==> src/design/spd_pkg.sv <==
// Shared types, codes and CRC constants for the servo packet deframer.
`default_nettype none

package spd_pkg;

  localparam int unsigned MAX_LENGTH = 1024;
  localparam logic [15:0] CRC_POLY = 16'h8005;

  typedef enum logic [1:0] {
    REG_HEADER_FIRST    = 2'd0,
    REG_HEADER_SECOND   = 2'd1,
    REG_HEADER_THIRD    = 2'd2,
    REG_HEADER_RESERVED = 2'd3
  } cfg_reg_t;

  typedef enum logic [2:0] {
    STATUS_OK           = 3'd0,
    STATUS_CRC_MISMATCH = 3'd1,
    STATUS_INCOMPLETE   = 3'd2,
    STATUS_NO_HEADER    = 3'd3,
    STATUS_BAD_LENGTH   = 3'd4
  } status_t;

  typedef enum logic [5:0] {
    PH_SEARCH = 6'b000001,
    PH_ID     = 6'b000010,
    PH_LEN_LO = 6'b000100,
    PH_LEN_HI = 6'b001000,
    PH_BODY   = 6'b010000,
    PH_DONE   = 6'b100000
  } phase_t;

  localparam logic RESULT_PARAM  = 1'b0;
  localparam logic RESULT_REPORT = 1'b1;

  typedef struct packed {
    logic [7:0] data_byte;
    logic       end_of_buffer;
  } in_item_t;

  typedef struct packed {
    logic        result_kind;
    logic [7:0]  param_byte;
    logic [15:0] header_offset;
    logic [7:0]  device_id;
    logic [7:0]  instruction;
    logic [7:0]  error_byte;
    logic [15:0] param_count;
    status_t     status;
  } out_item_t;

  // CRC contribution of each single bit of a 32-bit message, init zero
  function automatic logic [31:0][15:0] crc_columns();
    logic [31:0][15:0] cols;
    logic [15:0]       c;
    logic              fb;
    for (int i = 0; i < 32; i++) begin
      c = '0;
      for (int k = 31; k >= 0; k--) begin
        fb = c[15] ^ (k == i);
        c  = fb ? ({c[14:0], 1'b0} ^ CRC_POLY) : {c[14:0], 1'b0};
      end
      cols[i] = c;
    end
    return cols;
  endfunction

  localparam logic [31:0][15:0] CRC_COLS = crc_columns();

  // parallel CRC of the four header bytes, XOR of independent columns
  function automatic logic [15:0] header_crc(input logic [31:0] word);
    logic [15:0] c;
    c = '0;
    for (int i = 0; i < 32; i++) begin
      if (word[i]) begin
        c = c ^ CRC_COLS[i];
      end
    end
    return c;
  endfunction

endpackage

`default_nettype wire

==> src/design/servo_packet_deframer_unit.sv <==
// Servo packet deframer: header search, field capture, unstuffing and CRC check.
// An accepted byte beat's result is registered in the output register.
// Throughput: one byte beat per cycle; ready drops only while a held result is not taken.
// Each byte's phase step and CRC-16 update complete in the single stage before the
// output register. Synchronous active-high reset returns to header search with an
// empty output register and the header registers at FF FF FD 00.
`default_nettype none

module servo_packet_deframer_unit
  import spd_pkg::*;
(
  input  wire logic      clk,
  input  wire logic      rst,
  input  wire logic      in_valid,
  output logic           in_ready,
  input  wire in_item_t  in_data,
  output logic           out_valid,
  input  wire logic      out_ready,
  output out_item_t      out_data,
  input  wire logic      cfg_valid,
  output logic           cfg_ready,
  input  wire cfg_reg_t  cfg_index,
  input  wire logic [7:0] cfg_data
);

  logic [7:0]  header_first, header_second, header_third, header_reserved;

  phase_t      phase, phase_next;
  logic [23:0] recent_bytes, recent_bytes_next;
  logic [23:0] stuff_window, stuff_window_next;
  logic [15:0] buffer_position, buffer_position_next;
  logic [15:0] header_start, header_start_next;
  logic [15:0] length_value, length_value_next;
  logic [15:0] bytes_remaining, bytes_remaining_next;
  logic [15:0] running_crc, running_crc_next;
  logic [7:0]  captured_id, captured_id_next;
  logic [7:0]  captured_instruction, captured_instruction_next;
  logic [7:0]  captured_error, captured_error_next;
  logic [15:0] unstuffed_count, unstuffed_count_next;
  logic [7:0]  crc_low_byte, crc_low_byte_next;

  logic        in_accept;
  logic [23:0] trigger;
  logic [7:0]  byte_in;
  logic        eob;
  logic [15:0] body_index;
  logic [15:0] new_length;
  logic        do_report;
  logic        emit_param;
  status_t     report_status;
  out_item_t   result;

  function automatic logic [15:0] crc_byte(input logic [15:0] crc_in, input logic [7:0] data);
    logic [15:0] c;
    c = crc_in ^ {data, 8'h00};
    for (int b = 0; b < 8; b++) begin
      c = c[15] ? ({c[14:0], 1'b0} ^ CRC_POLY) : {c[14:0], 1'b0};
    end
    return c;
  endfunction

  assign in_ready   = !out_valid || out_ready;
  assign in_accept  = in_valid && in_ready;
  assign cfg_ready  = 1'b1;
  assign trigger    = {header_first, header_second, header_third};
  assign byte_in    = in_data.data_byte;
  assign eob        = in_data.end_of_buffer;
  assign body_index = length_value - bytes_remaining;
  assign new_length = {byte_in, length_value[7:0]};

  always_comb begin
    phase_next                = phase;
    recent_bytes_next         = recent_bytes;
    stuff_window_next         = stuff_window;
    buffer_position_next      = buffer_position;
    header_start_next         = header_start;
    length_value_next         = length_value;
    bytes_remaining_next      = bytes_remaining;
    running_crc_next          = running_crc;
    captured_id_next          = captured_id;
    captured_instruction_next = captured_instruction;
    captured_error_next       = captured_error;
    unstuffed_count_next      = unstuffed_count;
    crc_low_byte_next         = crc_low_byte;
    do_report                 = 1'b0;
    emit_param                = 1'b0;
    report_status             = STATUS_OK;
    result                    = '0;

    if (in_accept) begin
      case (phase)
        PH_SEARCH: begin
          if (buffer_position >= 16'd3 && recent_bytes == trigger &&
              byte_in == header_reserved) begin
            header_start_next         = buffer_position - 16'd3;
            running_crc_next          = header_crc({trigger, byte_in});
            captured_id_next          = '0;
            captured_instruction_next = '0;
            captured_error_next       = '0;
            unstuffed_count_next      = '0;
            stuff_window_next         = '0;
            phase_next                = PH_ID;
          end
          recent_bytes_next = {recent_bytes[15:0], byte_in};
        end
        PH_ID: begin
          captured_id_next = byte_in;
          running_crc_next = crc_byte(running_crc, byte_in);
          phase_next       = PH_LEN_LO;
        end
        PH_LEN_LO: begin
          length_value_next = {8'h00, byte_in};
          running_crc_next  = crc_byte(running_crc, byte_in);
          phase_next        = PH_LEN_HI;
        end
        PH_LEN_HI: begin
          length_value_next = new_length;
          running_crc_next  = crc_byte(running_crc, byte_in);
          if (new_length < 16'd4 || new_length > 16'(MAX_LENGTH)) begin
            do_report     = 1'b1;
            report_status = STATUS_BAD_LENGTH;
            phase_next    = PH_DONE;
          end else begin
            bytes_remaining_next = new_length;
            phase_next           = PH_BODY;
          end
        end
        PH_BODY: begin
          if (bytes_remaining >= 16'd3) begin
            running_crc_next = crc_byte(running_crc, byte_in);
            if (body_index == 16'd0) begin
              captured_instruction_next = byte_in;
            end else if (body_index == 16'd1) begin
              captured_error_next = byte_in;
            end else begin
              stuff_window_next = {stuff_window[15:0], byte_in};
              // stuffed byte after a header-like triple is dropped
              if (!(body_index >= 16'd5 && stuff_window == trigger) && !eob) begin
                emit_param           = 1'b1;
                unstuffed_count_next = unstuffed_count + 16'd1;
              end
            end
          end else if (bytes_remaining == 16'd2) begin
            crc_low_byte_next = byte_in;
          end else begin
            do_report     = 1'b1;
            report_status = ({byte_in, crc_low_byte} == running_crc) ?
                            STATUS_OK : STATUS_CRC_MISMATCH;
            phase_next    = PH_DONE;
          end
          if (bytes_remaining != 16'd0) begin
            bytes_remaining_next = bytes_remaining - 16'd1;
          end
        end
        PH_DONE: begin
        end
        default: begin
        end
      endcase

      if (buffer_position != 16'hFFFF) begin
        buffer_position_next = buffer_position + 16'd1;
      end

      if (eob) begin
        if (!do_report && phase != PH_DONE) begin
          do_report     = 1'b1;
          report_status = (phase_next == PH_SEARCH) ? STATUS_NO_HEADER : STATUS_INCOMPLETE;
        end
        phase_next           = PH_SEARCH;
        buffer_position_next = '0;
        recent_bytes_next    = '0;
      end
    end

    if (do_report) begin
      result.result_kind = RESULT_REPORT;
      result.status      = report_status;
      if (report_status != STATUS_NO_HEADER) begin
        result.header_offset = header_start_next;
        result.device_id     = captured_id_next;
        result.instruction   = captured_instruction_next;
        result.error_byte    = captured_error_next;
        result.param_count   = unstuffed_count_next;
      end
    end else if (emit_param) begin
      result.result_kind = RESULT_PARAM;
      result.param_byte  = byte_in;
    end
  end

  always_ff @(posedge clk) begin
    if (rst) begin
      phase           <= PH_SEARCH;
      recent_bytes    <= '0;
      buffer_position <= '0;
      out_valid       <= 1'b0;
    end else begin
      phase           <= phase_next;
      recent_bytes    <= recent_bytes_next;
      buffer_position <= buffer_position_next;
      if (in_accept) begin
        out_valid <= do_report || emit_param;
      end else if (out_ready) begin
        out_valid <= 1'b0;
      end
    end
  end

  always_ff @(posedge clk) begin
    stuff_window         <= stuff_window_next;
    header_start         <= header_start_next;
    length_value         <= length_value_next;
    bytes_remaining      <= bytes_remaining_next;
    running_crc          <= running_crc_next;
    captured_id          <= captured_id_next;
    captured_instruction <= captured_instruction_next;
    captured_error       <= captured_error_next;
    unstuffed_count      <= unstuffed_count_next;
    crc_low_byte         <= crc_low_byte_next;
    if (in_accept && (do_report || emit_param)) begin
      out_data <= result;
    end
  end

  always_ff @(posedge clk) begin
    if (rst) begin
      header_first    <= 8'hFF;
      header_second   <= 8'hFF;
      header_third    <= 8'hFD;
      header_reserved <= 8'h00;
    end else if (cfg_valid && cfg_ready) begin
      case (cfg_index)
        REG_HEADER_FIRST:    header_first    <= cfg_data;
        REG_HEADER_SECOND:   header_second   <= cfg_data;
        REG_HEADER_THIRD:    header_third    <= cfg_data;
        REG_HEADER_RESERVED: header_reserved <= cfg_data;
        default: begin
        end
      endcase
    end
  end

endmodule

`default_nettype wire

==> config.mk <==
export PLATFORM = sky130hd
export DESIGN_NAME = servo_packet_deframer_unit
export DESIGN_NICKNAME = d
export VERILOG_FILES = /design/src/design/spd_pkg.sv /design/src/design/servo_packet_deframer_unit.sv
export SDC_FILE = /design/constraint.sdc
export NUM_CORES = 1
export LEC_CHECK = 0
export BUFFER_PORTS_ARGS = -buffer_cell sky130_fd_sc_hd__buf_2
export CORE_MARGIN = 2
export CORE_UTILIZATION = 45
export DETAILED_ROUTE_END_ITERATION = 12
export SYNTH_ARGS = -nofsm -noshare
export SYNTH_HDL_FRONTEND = slang
export SYNTH_SLANG_ARGS = --single-unit
==> constraint.sdc <==
create_clock -name clk -period 5.1 [get_ports clk]
set_input_delay 0.765 -clock clk [delete_from_list [all_inputs] [get_ports clk]]
set_output_delay 0.765 -clock clk [all_outputs]
set_load 0.01 [all_outputs]
==> results.json <==
{
  "outcome": "complete, no violations",
  "hold_violations": 0,
  "final_nets": 1613,
  "cts_made_buffers": 34,
  "crit_required_ns": 5.49,
  "setup.worst_path.end_class": "register",
  "seqCellArea_um2": 7150,
  "synth.ff_latch_count": 283,
  "clock_sinks": 283,
  "syn-num-nets": 1551,
  "crit_path_top_delay_cell": "a2111oi_0",
  "port_buffers": 93,
  "antenna_left": 0,
  "root_buffer": "clkbuf_16",
  "tightest_slew_ns": 1.19,
  "yosys_warnings": 0,
  "sequentialPowerShare_pct": 46.2,
  "cp_common_cell": "inv_1",
  "area_growth_pct": 13.8,
  "yosys_most_used_dff": "edfxtp_1",
  "final_layout_size_suffix_gt1_share_pct": 13.5,
  "cap_viol_max_count": 0,
  "multi_input_area_um2": 6900,
  "grt_overflow": 0,
  "synth.distinct_cells": 85,
  "antennaDiodeCount": 0,
  "period_needed_ns": 4.61,
  "grt_use_total_pct": 22.4,
  "fill_cells": 2946,
  "routed_wl_um": 38200,
  "p_int_uw": 4110,
  "skew_ns": 0.0366,
  "fin_tns_setup_ns": 0,
  "grt_max_degree": 48,
  "p_per_area_nw_per_um2": 322,
  "post-cts-setup-buffers": 0,
  "finalWorstSetupSlack_ns": 0.488,
  "seq_area_frac_synth_pct": 48.9,
  "yosys.cell_count.top_type": "edfxtp_1",
  "yosysTopAreaCell": "edfxtp_1",
  "max_freq_mhz": 217,
  "slew_headroom_pct": 20.6,
  "synth-simple-area-share_pct": 18.8,
  "worstSetupStartpoint": "length_value[0]$_DFFE_PP_",
  "die_w_um": 184,
  "place_hpwl_um": 26700,
  "insertion_delay_ns": 0.52,
  "ir_drop_v": 0.000222,
  "syn_inst": 1492,
  "switching_share_pct": 23.2,
  "avgSynthCellArea_um2": 9.80,
  "initial_utilization_pct": 45.3,
  "clock_tree.buffer_depth": 3,
  "viasPerCell": 5.55,
  "numPlacedInstances": 1960,
  "antenna_found_initial": 1,
  "cp_max_fo": 19,
  "synth_edf_count": 148,
  "die_area_um2": 34000,
  "via_count": 11200,
  "p_leak_uw": 0.00633,
  "max_stage_delay_ns": 0.65,
  "io_pins": 95,
  "die_h_um": 184,
  "slew_viol_final": 0,
  "pre_cts_slack_ns": 0.515,
  "core_um2": 32300,
  "grt_pass1_vias": 10500,
  "synthesis.area_um2": 14600,
  "fin_crit_sh_pct": 90.4,
  "synth_compound_area_share_pct": 12.6,
  "total_power_uw": 5350,
  "synth_top_family_by_area": "simple AND/OR/NAND/NOR gates",
  "async_flop_share_pct": 0,
  "cts_hold_buf": 0,
  "wl_per_cell_um": 18.9,
  "drt-pass1-iter-count": 6,
  "htreeDepth": 2,
  "r2r_start": "length_value[0]$_DFFE_PP_",
  "power_switching_uw": 1240,
  "num_rows": 66,
  "finalSetupViolCount": 0,
  "grt_setup_unrepaired": "false",
  "reg2reg_slack_ns": 0.49,
  "critical_path_class": "register to register",
  "synth_common_cells": "148 x edfxtp_1, 145 x nor2_1, 138 x nand2_1",
  "clockPowerShare_pct": 45.7,
  "arrival_ns": 5.00,
  "post-route-drc-count": 0,
  "worstHoldStart": "header_start[2]$_DFF_P_",
  "cp-start-kind": "register",
  "holdCritPathClass": "register to register",
  "synthTopCellsByArea": "edfxtp_1 30%, dfxtp_1 18%, xnor2_1 6.5%, xor2_1 4.6%, nor2_1 3.7%",
  "clk_pin_slew_ns": 0.06,
  "synth_top_area_share_pct": 30.4,
  "place_congestion": 0.860,
  "combPwrFrac_pct": 8.1,
  "synth_mux_area_share_pct": 1.47,
  "synth_xor_area_share_pct": 11.1,
  "drt_iter0_markers": 794,
  "holdWs_ns": 0.450,
  "crit_chain": "inv_1, ha_1, inv_1, fa_1, a211oi_2, o21ai_0, a211o_1, a2111oi_0, o2111ai_1, buf_4, o21a_1, nor4_4, and2_1",
  "cts_repair_resize_count": 0,
  "grt_pass1_wl_um": 59500,
  "tritoncts": "built",
  "fin_cells": 2021,
  "synth_fa_ha_area_share_pct": 3.05
}
-- sequential cells by signal (all words and copies together), names as in the netlist, 8 cells and up --
signal,count
running_crc,16
unstuffed_count,16
out_data,68
header_third,8
captured_error,8
header_reserved,8
bytes_remaining,16
header_first,8
buffer_position,16
header_start,16
captured_instruction,8
captured_id,8
length_value,16
header_second,8
recent_bytes,24
crc_low_byte,8
stuff_window,24
-- cells by family (layout without fill, tap and decap cells) --
| group | Yosys count | after routing |
|---|---|---|
| AND/OR/NAND/NOR | 554 | 554 |
| XOR/XNOR | 186 | 186 |
| adder cells (fa/ha/maj) | 35 | 35 |
| AO/OA/AOI/OAI | 263 | 263 |
| buffers and inverters | 149 | 236 |
| other | 1 | 1 |
| multiplexers | 21 | 21 |
| flip-flops | 283 | 283 |
-- per-stage QoR --
| step | utilization, % | instance area [µm²] |
|---|---|---|
| after global routing | 51.5 | 16600 |
| after detailed placement | 48.0 | 15500 |
| after floorplan | - | 14600 |
| final | 51.5 | 16600 |
| after CTS | 51.5 | 16600 |
| after global placement | 48.0 | 15500 |
-- cell type report --
| cell class | instances | share of cell area [%] |
|---|---|---|
| multi-input combinational | 1060 | 41.4 |
| clock inverter | 21 | 1.29 |
| clock buffer | 40 | 5.50 |
| sequential | 283 | 43.0 |
| timing repair buffer | 127 | 4.41 |
| inverter | 48 | 1.08 |
| tap | 442 | 3.32 |
-- placed cells by master (no fill, tap or decap), types with 40 or more instances in the layout --
| cell | netlist | layout |
|---|---|---|
| nand2_1 | 138 | 138 |
| o21ai_0 | 46 | 45 |
| nand3_1 | 53 | 53 |
| buf_2 | 12 | 93 |
| nor2_1 | 145 | 144 |
| xor2_1 | 77 | 77 |
| a21oi_1 | 50 | 50 |
| xnor2_1 | 109 | 109 |
| and2_1 | 40 | 40 |
| edfxtp_1 | 148 | 148 |
| inv_1 | 47 | 46 |
| dfxtp_1 | 135 | 135 |
-- power groups by stage --
stage / logic [µW] / clock network (µW) / registers (µW)
floorplan: 307 / 0 / 2510
global placement: 429 / 0 / 2520
detailed placement: 432 / 0 / 2520
CTS: 436 / 2480 / 2470
global route: 478 / 2560 / 2480
finish: 433 / 2440 / 2470
-- critical path, delay by kind of cell, from the launching register on --
kind | cells | cell delay, ns
DFF | 1 | 0.41
buffers and inverters | 3 | 0.40
and+or+nand+nor | 2 | 0.84
AOI/OAI and AO/OA | 6 | 2.25
adders and majority gates | 2 | 0.58
-- final timing paths --
kind	to	cells past startpoint
hold / removal	header_start[2]$_DFF_P_	1
setup / recovery	out_data[59]$_SDFFCE_PP0P_	13
hold reg to reg	header_start[2]$_DFF_P_	1
setup reg to reg	out_data[59]$_SDFFCE_PP0P_	13
-- per-layer routing --
metal  share of wire, %  track usage (%)  vias up
li1                   -                -     5454
met1                 46             31.5     5345
met2                 46             35.9      339
met3                5.2             3.02       74
met4                2.6             6.98        2
met5              0.018                0        -
(Power assumes the default switching activity.)
